[config.mk]
export PLATFORM = sky130hd
export DESIGN_NAME = ptc_back
export DESIGN_NICKNAME = d
export VERILOG_FILES = /design/src/rtl/ptc_pkg.sv /design/src/rtl/ptc_back.sv
export SDC_FILE = /design/constraint.sdc
export NUM_CORES = 2
export LEC_CHECK = 0
export BUFFER_PORTS_ARGS = -buffer_cell sky130_fd_sc_hd__buf_4
export CAP_MARGIN = 20
export CORE_ASPECT_RATIO = 0.8
export CORE_MARGIN = 1.5
export CORE_UTILIZATION = 60
export DETAILED_ROUTE_END_ITERATION = 6
export PLACE_DENSITY = 0.79
export REMOVE_ABC_BUFFERS = 1
export SLEW_MARGIN = 20
export SYNTH_ARGS = -nofsm -noshare
export SYNTH_HDL_FRONTEND = slang
export SYNTH_SLANG_ARGS = --single-unit
export TNS_END_PERCENT = 10
[constraint.sdc]
create_clock -name clk_i -period 7.1 [get_ports clk_i]
set_input_delay 1.42 -clock clk_i [delete_from_list [all_inputs] [get_ports clk_i]]
set_output_delay 1.42 -clock clk_i [all_outputs]
set_load 0.1 [all_outputs]
[src/rtl/ptc_pkg.sv]
// Package for the pressure and temperature compensation block.
// Holds constants, the configuration struct and shared arithmetic helpers.
// No dependencies.
`default_nettype none
package ptc_pkg;

  localparam int unsigned RawW  = 20;
  localparam int unsigned WordW = 32;
  localparam int unsigned AddrW = 5;
  localparam int unsigned DivStages = 32;

  localparam logic [WordW-1:0] PressOffset = 32'd64000;
  localparam logic [WordW-1:0] PressBase   = 32'd1048576;
  localparam logic [WordW-1:0] PressScale  = 32'd3125;
  localparam logic [WordW-1:0] HalfScale   = 32'd32768;
  localparam logic [WordW-1:0] TempRound   = 32'd128;
  localparam logic [WordW-1:0] TempMul     = 32'd5;

  typedef enum logic [2:0] {
    RegT1  = 3'd0,
    RegT2  = 3'd1,
    RegT3  = 3'd2,
    RegP12 = 3'd3,
    RegP34 = 3'd4,
    RegP56 = 3'd5,
    RegP78 = 3'd6,
    RegP9  = 3'd7
  } reg_idx_e;

  typedef struct packed {
    logic [15:0] t1;
    logic [15:0] t2;
    logic [15:0] t3;
    logic [31:0] p12;
    logic [31:0] p34;
    logic [31:0] p56;
    logic [31:0] p78;
    logic [15:0] p9;
  } cfg_t;

  typedef struct packed {
    logic [31:0] temp;
    logic        zero;
    logic        halved;
  } side_t;

  function automatic logic [31:0] asr(input logic [31:0] x, input int unsigned n);
    logic signed [31:0] s;
    s = $signed(x) >>> n;
    return $unsigned(s);
  endfunction

  function automatic logic [31:0] sx16(input logic [15:0] v);
    return {{16{v[15]}}, v};
  endfunction

  function automatic logic [31:0] mul32(input logic [31:0] a, input logic [31:0] b);
    logic [63:0] f;
    f = a * b;
    return f[31:0];
  endfunction

endpackage
`default_nettype wire

[src/rtl/ptc_back.sv]
// Pressure correction after the division, ending in the output register.
// Three register stages. Depends on ptc_pkg.
`default_nettype none
module ptc_back import ptc_pkg::*; (
  input  wire logic        clk_i,
  input  wire logic        rst_ni,
  input  wire logic        en_i,
  input  wire logic        valid_i,
  input  wire logic [31:0] quot_i,
  input  wire side_t       side_i,
  input  wire cfg_t        cfg_i,
  output logic             valid_o,
  output logic [31:0]      temp_o,
  output logic [31:0]      press_o,
  output logic             zero_o
);
  logic [31:0] p7, p8, p9, p;
  logic [1:0]  v_q;
  logic        out_v_q;

  assign p7 = sx16(cfg_i.p78[15:0]);
  assign p8 = sx16(cfg_i.p78[31:16]);
  assign p9 = sx16(cfg_i.p9);
  assign p  = side_i.halved ? (quot_i << 1) : quot_i;

  logic [31:0] pa_q, sq_q, pp8_q;
  side_t       sa_q;
  logic [31:0] pb_q, m9_q, b_q;
  side_t       sb_q;
  logic [31:0] temp_q, press_q;
  logic        zero_q;

  always_ff @(posedge clk_i or negedge rst_ni) begin
    if (!rst_ni) begin
      v_q     <= '0;
      out_v_q <= 1'b0;
    end else if (en_i) begin
      v_q     <= {v_q[0], valid_i};
      out_v_q <= v_q[1];
    end
  end

  always_ff @(posedge clk_i) begin
    if (en_i) begin
      pa_q  <= p;
      sq_q  <= mul32(p >> 3, p >> 3);
      pp8_q <= mul32(p >> 2, p8);
      sa_q  <= side_i;

      pb_q <= pa_q;
      m9_q <= mul32(p9, sq_q >> 13);
      b_q  <= asr(pp8_q, 13);
      sb_q <= sa_q;

      temp_q  <= sb_q.temp;
      zero_q  <= sb_q.zero;
      press_q <= sb_q.zero ? '0 : pb_q + asr(asr(m9_q, 12) + b_q + p7, 4);
    end
  end

  assign valid_o = out_v_q;
  assign temp_o  = temp_q;
  assign press_o = press_q;
  assign zero_o  = zero_q;
endmodule
`default_nettype wire
==> metrics.txt <==
outcome=finished, violations left; failing checks=design-rule violations, negative setup slack; I/O pin total=roughly 330; crit path DAT=8.48 ns; Seq/Total Area, Yosys=0.176; CTS tree=done; most used cell, CP=fa_1; HPWL after detailed placement=roughly 100000 um; Largest stage delay, worst path=roughly 0.54 ns; PnR worst setup slack=-1.02 ns; Critical Path Slowest Stage Cell=fa_1; nets@finish=roughly 6.8k; Pins Over Slew Limit=0; Worst slew margin=0.322; initial antenna violation count=6; grt total ovfl=0; Wirelength per Cell=20.1 um; Ys Warns=0; crit path kind=input pin to flop; Routed WL=between 100000 and 150000 um; drt initial violations=2930; Die Y-Extent=between 200 and 300 um; Core ar.=between 70000 and 80000 um^2; final worst path period share=1.14; Final Skew=roughly 0.034 ns; chip width=316 um; GRT Util Overall=0.324; area of placed instances=between 50000 and 60000 um^2; H-tree levels=1; RSZ-0062 raised after global routing=yes; post-layout utilization of the core=0.723; Max FO, Critical Path=6; Yosys reg bits=between 200 and 300; setup TNS=-22.10 ns; CP Data Required Time=roughly 7.5 ns; Post-synth EDFFs=272; Main synth FF type=edfxtp_1; Mean Syn Cell Area=about 10 um^2; Initial Util=0.608; drt drc=8; fraction of registers with async set/reset=0.0109; largest net degree at the start of global routing=roughly 100; Gate Count Post-Synth=4494; Die ar.=~80000 um^2; CTS Buffer Depth=3; Slew @ Worst Pin=slightly above 1 ns; final instance area=between 50000 and 60000 um^2; clock slew at reported path FFs=~0.070 ns; crit path time final=~8.1 ns; GP Congestion=0.973; first-pass GRT wire length=197000 um; total vias in the final route=around 34k; Max Cap Viol=0; row count=91; vias per cell=approximately 5.4; Root Buffer=clkbuf_16; clock insertion delay at the later pin of the skew report=0.60 ns; endpoints failing setup=38; Routed Antenna Nets=0; fraction of layout cells with a size suffix above 1=0.198; Hold WC Path Type=flop to flop; fmax=between 100 and 150 MHz; Final Hold Viols=0; TritonRoute pass-1 iters=7; total CTS buffers=29; dpl ws=-1.99 ns; number of global-route vias before repair=around 37k; mapped cell area=approximately 47000 um^2; nature of the critical path endpoint=flop; fillers=just over 5k; startpoint type of the worst setup path=input pin; Synth-to-Final Area Change=18.9%; Sink Count=between 200 and 300; I/O Buffers=roughly 180; Unique masters post-synth=66
## logic make-up after synthesis
logic type	count (synthesis)	share of synthesized area
AOI/OAI and AO/OA	222	0.0331
DFF	275	0.176
buffers and inverters	1259	0.101
muxes	38	0.00829
xor gates and xnor gates	164	0.0306
adders and majority gates	1395	0.538
and+or+nand+nor	1141	0.113
## layout by cell type, fill, tap and decap left out, drive strengths merged, types with 23 or more instances in the layout
cell    count
inv      1102
fa       1040
buf       820
nand2     493
ha        355
and2      333
edfxtp    272
nor2      223
xnor2     122
a21oi      68
xor2       42
a21o       39
clkbuf     38
mux2i      31
o21a       26
o21ai      23
## path summary, 6_finish.rpt
check / from / to / slack, ns / cells after the start
max in group asynchronous: rst_ni / v_q[1] / 6.36 / 1
hold / removal: pa_q[24] / pb_q[24] / 0.42 / 0
setup / recovery: side_i[0] / sq_q[31] / -1.02 / 30
setup reg to reg: sq_q[15] / m9_q[31] / 0.12 / 22
min in group asynchronous: rst_ni / valid_o / 0.63 / 1
hold reg to reg: pa_q[24] / pb_q[24] / 0.42 / 0
## flip-flops by register name, indices dropped and copies added, names as in the netlist
register	count
sa_q	33
v_q	2
sb_q	33
pp8_q	19
press_o	32
sq_q	19
temp_o	32
zero_o	1
pb_q	32
valid_o	1
m9_q	20
b_q	19
pa_q	32
## critical path, delay by kind of cell
| family | cells | cell delay (ns) |
|---|---|---|
| AO/OA/AOI/OAI | 7 | 1.15 |
| XOR/XNOR | 1 | 0.09 |
| adder cells (fa/ha/maj) | 9 | 4.16 |
| buffers and inverters | 9 | 0.90 |
| multiplexers | 1 | 0.21 |
| AND/OR/NAND/NOR | 3 | 0.53 |
## Yosys cell counts, types with 4 or more instances
library cell | n | area (um^2)
nor2b_1 | 16 | 100
o21ai_0 | 13 | 65.1
o21a_1 | 26 | 195
inv_2 | 12 | 45.0
nand4_1 | 4 | 25.0
a211oi_1 | 8 | 60.1
and3_1 | 7 | 43.8
clkbuf_1 | 150 | 563
mux2_2 | 6 | 67.6
and2_1 | 333 | 2080
inv_1 | 1087 | 4080
a21boi_1 | 5 | 37.5
a31oi_1 | 7 | 43.8
xnor2_1 | 122 | 1070
a2111oi_0 | 4 | 35.0
o21bai_1 | 8 | 60.1
nor4_1 | 4 | 25.0
clkinv_1 | 4 | 15.0
o21ai_1 | 9 | 45.0
fa_1 | 1040 | 20800
nand3_1 | 18 | 90.1
nand2_1 | 493 | 1850
a21oi_1 | 67 | 335
ha_1 | 355 | 4440
nand2b_1 | 8 | 50.1
or3_1 | 6 | 37.5
mux2i_1 | 31 | 310
edfxtp_1 | 272 | 8170
a21o_1 | 38 | 285
nor3_1 | 21 | 105
nor2_1 | 223 | 837
o31ai_1 | 4 | 30.0
xor2_1 | 42 | 368
## stage by stage
step                      hold slack (ns)  instances
after detailed placement            0.405       6152
after CTS                           0.413       6227
after global placement              0.401       6152
final                               0.418       6239
after global routing                0.422       6234
after floorplan                     0.400       4338
## routing by layer
layer / vias up / track usage / routed length (um)
met5: - / 0 / 0
met4: 0 / 0.106 / 4940
met2: 1728 / 0.512 / 57900
li1: 14700 / - / -
met1: 17100 / 0.446 / 49400
met3: 332 / 0.0758 / 13200
## final cells by class
cell class                      instances  area [um^2]  area share
Multi-Input combinational cell       2960        34600       0.621
Sequential cell                       275         8240       0.148
Timing Repair Buffer                  820         6500       0.116
Inverter                             1103         4150      0.0744
Tap cell                             1023         1280      0.0229
Clock buffer                           38          779      0.0140
Clock inverter                         15          210     0.00377
Antenna cell                            5         12.5    0.000224
## repair_timing
| action | in CTS | in global routing |
|---|---|---|
| cloned | 1 | 0 |
| hold buffers | 0 | 0 |
| pin swaps | 73 | 37 |
| setup endpoints to repair | 40 | 45 |
| setup buffers | 21 | 7 |
| gates resized for setup | 114 | 78 |
Power is left out: the tool's default activity adds up to more than one toggle a clock period on the data nets, which glitch-free logic cannot reach.
