--- src/rtl/ptc_pkg.sv ---
// Package for the pressure and temperature compensation block.
// Holds constants, the configuration struct and shared arithmetic helpers.
// No dependencies.
`default_nettype none
package ptc_pkg;

  localparam int unsigned RawW  = 20;
  localparam int unsigned WordW = 32;
  localparam int unsigned AddrW = 5;
  localparam int unsigned DivStages = 32;

  localparam logic [WordW-1:0] PressOffset = 32'd64000;
  localparam logic [WordW-1:0] PressBase   = 32'd1048576;
  localparam logic [WordW-1:0] PressScale  = 32'd3125;
  localparam logic [WordW-1:0] HalfScale   = 32'd32768;
  localparam logic [WordW-1:0] TempRound   = 32'd128;
  localparam logic [WordW-1:0] TempMul     = 32'd5;

  typedef enum logic [2:0] {
    RegT1  = 3'd0,
    RegT2  = 3'd1,
    RegT3  = 3'd2,
    RegP12 = 3'd3,
    RegP34 = 3'd4,
    RegP56 = 3'd5,
    RegP78 = 3'd6,
    RegP9  = 3'd7
  } reg_idx_e;

  typedef struct packed {
    logic [15:0] t1;
    logic [15:0] t2;
    logic [15:0] t3;
    logic [31:0] p12;
    logic [31:0] p34;
    logic [31:0] p56;
    logic [31:0] p78;
    logic [15:0] p9;
  } cfg_t;

  typedef struct packed {
    logic [31:0] temp;
    logic        zero;
    logic        halved;
  } side_t;

  function automatic logic [31:0] asr(input logic [31:0] x, input int unsigned n);
    logic signed [31:0] s;
    s = $signed(x) >>> n;
    return $unsigned(s);
  endfunction

  function automatic logic [31:0] sx16(input logic [15:0] v);
    return {{16{v[15]}}, v};
  endfunction

  function automatic logic [31:0] mul32(input logic [31:0] a, input logic [31:0] b);
    logic [63:0] f;
    f = a * b;
    return f[31:0];
  endfunction

endpackage
`default_nettype wire

--- src/rtl/ptc_regs.sv ---
// APB-style calibration register file.
// Depends on ptc_pkg.
`default_nettype none
module ptc_regs import ptc_pkg::*; (
  input  wire logic             clk_i,
  input  wire logic             rst_ni,
  input  wire logic             psel,
  input  wire logic             penable,
  input  wire logic             pwrite,
  input  wire logic [AddrW-1:0] paddr,
  input  wire logic [31:0]      pwdata,
  output logic      [31:0]      prdata,
  output logic                  pready,
  output cfg_t                  cfg_o
);
  cfg_t     cfg_q;
  reg_idx_e idx;
  logic     wr;

  assign idx    = reg_idx_e'(paddr[AddrW-1:2]);
  assign wr     = psel && penable && pwrite;
  assign pready = 1'b1;
  assign cfg_o  = cfg_q;

  always_ff @(posedge clk_i or negedge rst_ni) begin
    if (!rst_ni) begin
      cfg_q <= '0;
    end else if (wr) begin
      unique case (idx)
        RegT1:  cfg_q.t1  <= pwdata[15:0];
        RegT2:  cfg_q.t2  <= pwdata[15:0];
        RegT3:  cfg_q.t3  <= pwdata[15:0];
        RegP12: cfg_q.p12 <= pwdata;
        RegP34: cfg_q.p34 <= pwdata;
        RegP56: cfg_q.p56 <= pwdata;
        RegP78: cfg_q.p78 <= pwdata;
        RegP9:  cfg_q.p9  <= pwdata[15:0];
        default: ;
      endcase
    end
  end

  always_comb begin
    unique case (idx)
      RegT1:   prdata = {16'd0, cfg_q.t1};
      RegT2:   prdata = {16'd0, cfg_q.t2};
      RegT3:   prdata = {16'd0, cfg_q.t3};
      RegP12:  prdata = cfg_q.p12;
      RegP34:  prdata = cfg_q.p34;
      RegP56:  prdata = cfg_q.p56;
      RegP78:  prdata = cfg_q.p78;
      RegP9:   prdata = {16'd0, cfg_q.p9};
      default: prdata = '0;
    endcase
  end
endmodule
`default_nettype wire

--- config.mk ---
export PLATFORM = sky130hd
export DESIGN_NAME = ptc_regs
export DESIGN_NICKNAME = d
export VERILOG_FILES = /design/src/rtl/ptc_pkg.sv /design/src/rtl/ptc_regs.sv
export SDC_FILE = /design/constraint.sdc
export NUM_CORES = 1
export LEC_CHECK = 0
export BUFFER_PORTS_ARGS = -buffer_cell sky130_fd_sc_hd__buf_2
export CORE_ASPECT_RATIO = 0.7
export CORE_MARGIN = 1.5
export CORE_UTILIZATION = 45
export CTS_CLUSTER_SIZE = 20
export DETAILED_ROUTE_END_ITERATION = 8
export PLACE_DENSITY = 0.74
export SYNTH_ARGS = -nofsm -noshare
export SYNTH_HDL_FRONTEND = slang
export SYNTH_SLANG_ARGS = --single-unit
--- constraint.sdc ---
create_clock -name clk_i -period 1.7 [get_ports clk_i]
set_input_delay 0.255 -clock clk_i [delete_from_list [all_inputs] [get_ports clk_i]]
set_output_delay 0.255 -clock clk_i [all_outputs]
set_load 0.05 [all_outputs]
==> results of run 1 <==
[timing repair]
item | CTS | global route
setup endpoints to repair | 32 | 32
gates cloned | 0 | 2
hold endpoints to repair | 33 | 0
resized for setup | 70 | 32
pin swaps | 6 | 6
setup buffers | 72 | 23
hold buffers | 1 | 0
[layer usage]
metal	part of all wire [%]	wire length [microns]	vias up	track usage (%)
li1	-	-	2997	-
met1	44	11400	3493	35.1
met2	47	12200	277	40.6
met3	7.5	1920	26	6.45
met4	1.1	282	2	5.08
met5	0.031	8	-	0
[layout by cell type, fill, tap and decap left out, types with 3 or more instances in the layout]
cell type and n:
mux2_1 3, mux2_2 186, buf_6 31, buf_2 229, mux2_4 11, nand2_1 22
clkinv_2 4, inv_6 4, nor2_4 5, mux4_2 22, inv_1 3, a22o_1 3
buf_12 20, dfrtp_1 190, a221oi_2 3, o21ai_0 6, a22o_2 13, mux2i_1 27
o21ai_1 13, buf_4 161, clkbuf_16 18
[worst paths after layout]
check                                          to             startpoint  cells after the start
hold reg to reg             cfg_o[54]$_DFFE_PN0P_  cfg_o[54]$_DFFE_PN0P_                      1
hold / removal              cfg_o[71]$_DFFE_PN0P_             pwdata[23]                      2
setup / recovery                       prdata[14]  cfg_o[14]$_DFFE_PN0P_                      3
min in group asynchronous  cfg_o[163]$_DFFE_PN0P_                 rst_ni                      2
max in group asynchronous   cfg_o[20]$_DFFE_PN0P_                 rst_ni                      3
setup reg to reg            cfg_o[57]$_DFFE_PN0P_  cfg_o[57]$_DFFE_PN0P_                      3
[critical path, cell delays in order (launching register included)]
cell,delay (ps)
dfrtp_1,400
mux4_2,480
mux2_4,280
buf_6,150
[metrics by stage]
stage	instances	hold WS (ps)	TNS [ps]
2_1_floorplan	581	-40.6	-184
3_5_place_dp	1135	215	-20590
3_3_place_gp	1135	222	-17110
4_1_cts	1238	83.1	-3390
6_report	1263	111	-3100
5_1_grt	1263	94.1	-4270
[Yosys cell counts]
master | number | area share [%]
nand2b_1 | 2 | 0.14
o22a_1 | 3 | 0.30
buf_2 | 20 | 1.2
buf_1 | 3 | 0.13
mux2i_1 | 29 | 3.4
or3_1 | 2 | 0.14
a211oi_1 | 2 | 0.17
nor2b_1 | 1 | 0.072
clkbuf_1 | 6 | 0.26
a22o_1 | 16 | 1.6
mux2_2 | 197 | 26
nand2_1 | 22 | 0.95
buf_6 | 3 | 0.39
a21oi_1 | 4 | 0.23
nor2_2 | 2 | 0.14
nor3b_1 | 2 | 0.17
mux2_1 | 3 | 0.39
inv_1 | 3 | 0.13
nor2_1 | 7 | 0.30
conb_1 | 1 | 0.043
nand4_4 | 1 | 0.25
dfrtp_1 | 192 | 55
nand4_2 | 1 | 0.14
buf_4 | 6 | 0.52
clkinv_4 | 1 | 0.10
nand3_1 | 2 | 0.12
nor3_4 | 1 | 0.19
a21o_1 | 2 | 0.17
mux4_2 | 22 | 5.7
o21ai_0 | 19 | 1.1
o22ai_1 | 3 | 0.22
a221oi_1 | 3 | 0.30
[cell families after synthesis]
logic type / count (synthesis) / share of synthesized area [%]
AND/OR/NAND/NOR: 43 / 2.63
multiplexers: 251 / 35.1
AO/OA/AOI/OAI: 52 / 4.12
buffers and inverters: 42 / 2.69
flip-flops: 192 / 55.5
other: 1 / 0.0433
[cell type report]
cell class | instances | area share (%)
flip-flops and latches | 192 | 37.8
multi-input cells | 347 | 30.1
repair buffers | 446 | 25.0
clock buffers | 20 | 3.51
well taps | 242 | 2.38
clock inverters | 12 | 1.02
inverters | 4 | 0.157
[power by group through the flow]
stage	Clock, W	Combinational, W	Sequential (W)
6_report	0.00398	0.00809	0.00606
5_1_grt	0.00426	0.00841	0.00616
4_1_cts	0.00405	0.00786	0.00604
3_5_place_dp	0	0.00704	0.00622
3_3_place_gp	0	0.00696	0.00620
2_1_floorplan	0	0.00195	0.00929
==> metrics.md, run 1 <==
| Metric | Value |
|---|---|
| Status | `finished with violations` |
| Failing checks | `negative setup slack` |
| Total number of vias | `6795` |
| DR pass1 iterations | `4` |
| Arrival time at the worst endpoint | `1730 ps` |
| Min-delay worst type | `in -> reg` |
| CP startpoint kind | `flip-flop` |
| Initial Util | `45.9%` |
| Cell variety after synth | `32` |
| FMAX | `504 MHz` |
| Die footprint | `20100 sq um` |
| Synth Instances | `581` |
| N_diodes | `0` |
| Final worst setup slack | `-284 ps` |
| Wire length per cell | `20.4 microns` |
| Max FO, Critical Path | `2` |
| First-pass GRT wire length | `38900 microns` |
| Internal | `0.0105 W` |
| CTS tree | `done` |
| Largest register FFs | `192` |
| Final period util | `117%` |
| Total core area | `18900 sq um` |
| GPL Wtd Cong | `0.816` |
| Post-route cell area | `12700 sq um` |
| GRT Overall Usage | `25.4%` |
| Combinational power share | `44.6%` |
| Reg clk slew, reported paths | `70 ps` |
| Largest net degree at the start of global routing | `57` |
| Area of the multi-input gates | `3820 sq um` |
| Max-cap check violation count | `0` |
| Critical path required time | `1440 ps` |
| Average size of a mapped cell | `14.9 sq um` |
| Unrepaired setup endpoints after global routing | `true` |
| Pwr dens | `1430 nW/um^2` |
| Layout area overhead | `46.7%` |
| TritonCTS Buffers | `17` |
| Register area | `4810 sq um` |
| Yosys reg bits | `192` |
| YS warnings | `0` |
| Row Count | `42` |
| Die Span Y | `119 microns` |
| Clock power frac | `21.9%` |
| Switching power share of the total | `42.2%` |
| Die Wd | `169 microns` |
| Port bufs | `263` |
| Post-route ant nets | `0` |
| Bufs on Longest Clock Path | `2` |
| Hold Violations, Final | `0` |
| Total Wirelength | `25800 microns` |
| Final-stage net count | `1050` |
| # clock sinks | `192` |
| Worst clock skew | `0 ps` |
| P_leak | `6.47 nW` |
| WS Path Type | `reg -> out` |
| Mapped cell area | `8660 sq um` |
| Final setup viols | `16` |
| Setup WS pre-CTS | `-179 ps` |
| Clk_lat worst skew | `420 ps` |
| Vias in the first global route | `6883` |
| Flop pwr share | `33.4%` |
| Final Total Pwr | `0.0181 W` |
| R2R Setup Slk | `660 ps` |
| DPL Wire Length | `17200 microns` |
| Initial DRC Count | `502` |
| Vias/cell | `5.38` |
| Register area share after synthesis | `55.5%` |
| Remaining Overflow, GRT | `0` |
| # fillers | `1370` |
| Switching pwr | `0.00766 W` |
| Initial antenna violation count | `1` |
| Ratio of cells with drive above 1 in the final layout | `72.2%` |
| Clock root buffer | `clkbuf_16` |
| Placed Area | `11100 sq um` |
| Min cycle time layout | `1980 ps` |
| CTS H-tree lvls | `4` |
| Residual DRC count | `0` |
| Max Slew Vio Count | `0` |
| Boundary Pins | `267` |
| Final core occ | `67.4%` |
| Worst vdd ir | `0.755 mV` |
| Worst setup EP type | `primary output` |
| Net Count, Synth | `623` |
Note: power is estimated with default switching activity, not from simulation.
==> inputs of run 2 (changes only) <==
--- a/config.mk
+++ b/config.mk
@@ -5,6 +5,7 @@
 export SDC_FILE = /design/constraint.sdc
 export NUM_CORES = 1
 export LEC_CHECK = 0
+export ABC_AREA = 1
 export BUFFER_PORTS_ARGS = -buffer_cell sky130_fd_sc_hd__buf_2
 export CORE_ASPECT_RATIO = 0.7
 export CORE_MARGIN = 1.5
==> run 2 against run 1 <==
Against the previous run: the flow still finishes with violations (negative setup slack); clock-buffer cell count shrank 1; first-iteration DRC count rose by 120%; design area down 4.1%; sequential cell count unchanged; synthesized cell count up 87%; non-clock buffer count down 84; maximum frequency rose by 14%; synthesized area rose by 1.7%; highest routed layer unchanged.
==> metrics.md, run 2 <==
| Metric | Value |
|---|---|
| CTS H-tree lvls | `4` |
| Met1 wire length | `14100 microns` |
| Initial DRC Count | `1108` |
| Remaining Overflow, GRT | `0` |
| Number of flops mapped to enable cells by yosys | `0` |
| Clk_lat worst skew | `420 ps` |
| CP startpoint kind | `flip-flop` |
| Max FO, Critical Path | `2` |
| Worst Hold Depth | `3` |
| Post-synth ARST share | `100%` |
| Hold Violations, Final | `0` |
| Synth Instances | `1088` |
| Mapped cell area | `8810 sq um` |
| Register area share after synthesis | `54.5%` |
| Worst R2R Path Depth | `4` |
| FMAX | `577 MHz` |
| Min cycle time layout | `1730 ps` |
| Min-delay worst type | `in -> reg` |
| TritonCTS Buffers | `17` |
| DP Cell Count | `1575` |
| Yosys reg bits | `192` |
| Final period util | `102%` |
| Worst vdd ir | `0.987 mV` |
| Average size of a mapped cell | `8.10 sq um` |
| N_diodes | `0` |
| Boundary Pins | `267` |
| Row Count | `42` |
| Worst setup EP type | `primary output` |
| P_leak | `6.42 nW` |
| Top FF cell, synth | `dfrtp_1` |
| Total core area | `19000 sq um` |
| Post-route ant nets | `0` |
| Worst path max stage delay | `400 ps` |
| CTS tree | `done` |
| # fillers | `1611` |
| Largest net degree at the start of global routing | `53` |
| CP top delay family | `simple AND/OR/NAND/NOR gates` |
| WS Path Type | `reg -> out` |
| Crit-path cells | `nand4_1 > nand2_2 > nor2_4 > nand3_2 > buf_8` |
| Vias in the first global route | `8171` |
| Commonest non-fill, non-tap cell in the layout | `nand2_1` |
| Initial antenna violation count | `1` |
| Critical path required time | `1440 ps` |
| Worst clock skew | `0 ps` |
| Failing checks | `negative setup slack` |
| CP Depth | `5` |
| Ratio of cells with drive above 1 in the final layout | `33.2%` |
| Vias/cell | `5.64` |
| Initial Util | `46.3%` |
| Port bufs | `263` |
| Bufs on Longest Clock Path | `2` |
| Sum of negative setup slack | `-34.6 ps` |
| # clock sinks | `192` |
| Final worst setup slack | `-34.6 ps` |
| YS warnings | `0` |
| Residual DRC count | `0` |
| Reg clk slew, reported paths | `70 ps` |
| Wire length per cell | `19.0 microns` |
| First-pass GRT wire length | `47500 microns` |
| Final-stage net count | `1424` |
| GRT Overall Usage | `30.7%` |
| Net Count, Synth | `1130` |
| Most common cell in the netlist | `nand2_1` |
| Status | `finished with violations` |
| DPL Wire Length | `21200 microns` |
| Buf/Inv on CP | `1` |
| Pwr dens | `1450 nW/um^2` |
| Total number of vias | `9358` |
| Die Span Y | `120 microns` |
| Commonest cells post-synth | `nand2_1, dfrtp_1, o21ai_0` |
| Die footprint | `20400 sq um` |
| GPL Wtd Cong | `0.902` |
| Arrival time at the worst endpoint | `1480 ps` |
| Post-synth top area cell | `dfrtp_1` |
| Layout area overhead | `38.3%` |
| Unrepaired setup endpoints after global routing | `true` |
| Max-cap check violation count | `0` |
| Most frequent cells in the layout | `nand2_1, buf_2, dfrtp_1` |
| Total Wirelength | `31600 microns` |
| Worst path slowest cell | `dfrtp_1` |
| Cell variety after synth | `19` |
| Highest routed metal layer | `met5` |
| DR pass1 iterations | `5` |
| Largest register FFs | `192` |
| Clock root buffer | `clkbuf_16` |
| Area share of the largest cell type after synthesis | `54.5%` |
| Final setup viols | `1` |
| Detail Route met3 WL | `3540 microns` |
| Top cells by area, synth | `dfrtp_1, nand2_1, nand4_1` |
| Die Wd | `170 microns` |
| Max Slew Vio Count | `0` |
| Post-Layout Cell Count | `1659` |
| WL met2 | `13400 microns` |
## run 2: changes by cell type after synthesis, sizes merged, moves of 44 or more
cell    change
clkbuf     +49
o21ai     +109
nand2     +288
nand4     +110
mux2      -200
a21oi      +44
nand3      +65
nor2       +92
## run 2: report_power, final
part           switching (W)  leakage, nW  internal (W)
registers           0.000724         2.42       0.00549
logic                0.00565         3.73       0.00187
clock network        0.00183        0.272       0.00205
total                0.00820         6.42       0.00942
## run 2: layout make-up
class                   count  area, sq um  share of cell area (%)
repair buffers            362         2580                    21.2
multi-input cells         771         3770                    30.9
flip-flops and latches    192         4800                    39.4
inverters                  38          143                    1.17
clock inverters            13          126                    1.04
well taps                 264          330                    2.71
clock buffers              19          433                    3.55
## run 2: metal layers
metal | global-route usage (%) | up-vias
li1 | - | 4251
met4 | 8.08 | 2
met2 | 41.3 | 617
met1 | 49.3 | 4445
met3 | 6.17 | 43
met5 | 0 | -
## run 2: metrics by stage
| stage | power [W] | worst slack (ps) | cell area (sq um) | hold WS [ps] | utilization (%) |
|---|---|---|---|---|---|
| finish | 0.0176 | -34.6 | 12200 | 41.7 | 64.1 |
| floorplan | 0.0111 | 0.817 | 8810 | -40.6 | - |
| detailed placement | 0.0132 | -86.7 | 10900 | 223 | 57.1 |
| global route | 0.0183 | -95.9 | 12200 | 53.8 | 64.1 |
| global placement | 0.0131 | -28.0 | 10900 | 218 | 57.1 |
| CTS | 0.0173 | -41.1 | 11700 | 31.2 | 61.8 |
## run 2: path summary, 6_finish.rpt
kind,end,from,slack [ps]
worst max register to register,cfg_o[160]$_DFFE_PN0P_,cfg_o[160]$_DFFE_PN0P_,810
worst min-delay path,cfg_o[24]$_DFFE_PN0P_,pwdata[8],40
min in group asynchronous,cfg_o[96]$_DFFE_PN0P_,rst_ni,310
worst min register to register,cfg_o[133]$_DFFE_PN0P_,cfg_o[133]$_DFFE_PN0P_,500
max in group asynchronous,cfg_o[119]$_DFFE_PN0P_,rst_ni,750
worst max-delay path,prdata[2],cfg_o[50]$_DFFE_PN0P_,-30
## run 2: cells by family (layout without fill, tap and decap cells)
logic type,count (synthesis),in the layout,share of synthesized area (%)
AND/OR/NAND/NOR,594,594,29.7
flip-flops,192,192,54.5
AO/OA/AOI/OAI,176,176,9.99
buffers and inverters,125,432,5.76
other,1,1,0.0425
## run 2: worst min-delay path, stage by stage
cell     delay, ps
buf_2           90
nand2_1         40
o21ai_0         50
## run 2: timing repair
item | in CTS | in global routing
hold endpoints to repair | 36 | 0
cloned | 1 | 0
gates resized for setup | 60 | 54
hold buffers | 1 | 0
buffers inserted | 15 | 35
endpoints found under the setup margin | 32 | 32
pin swaps | 21 | 46
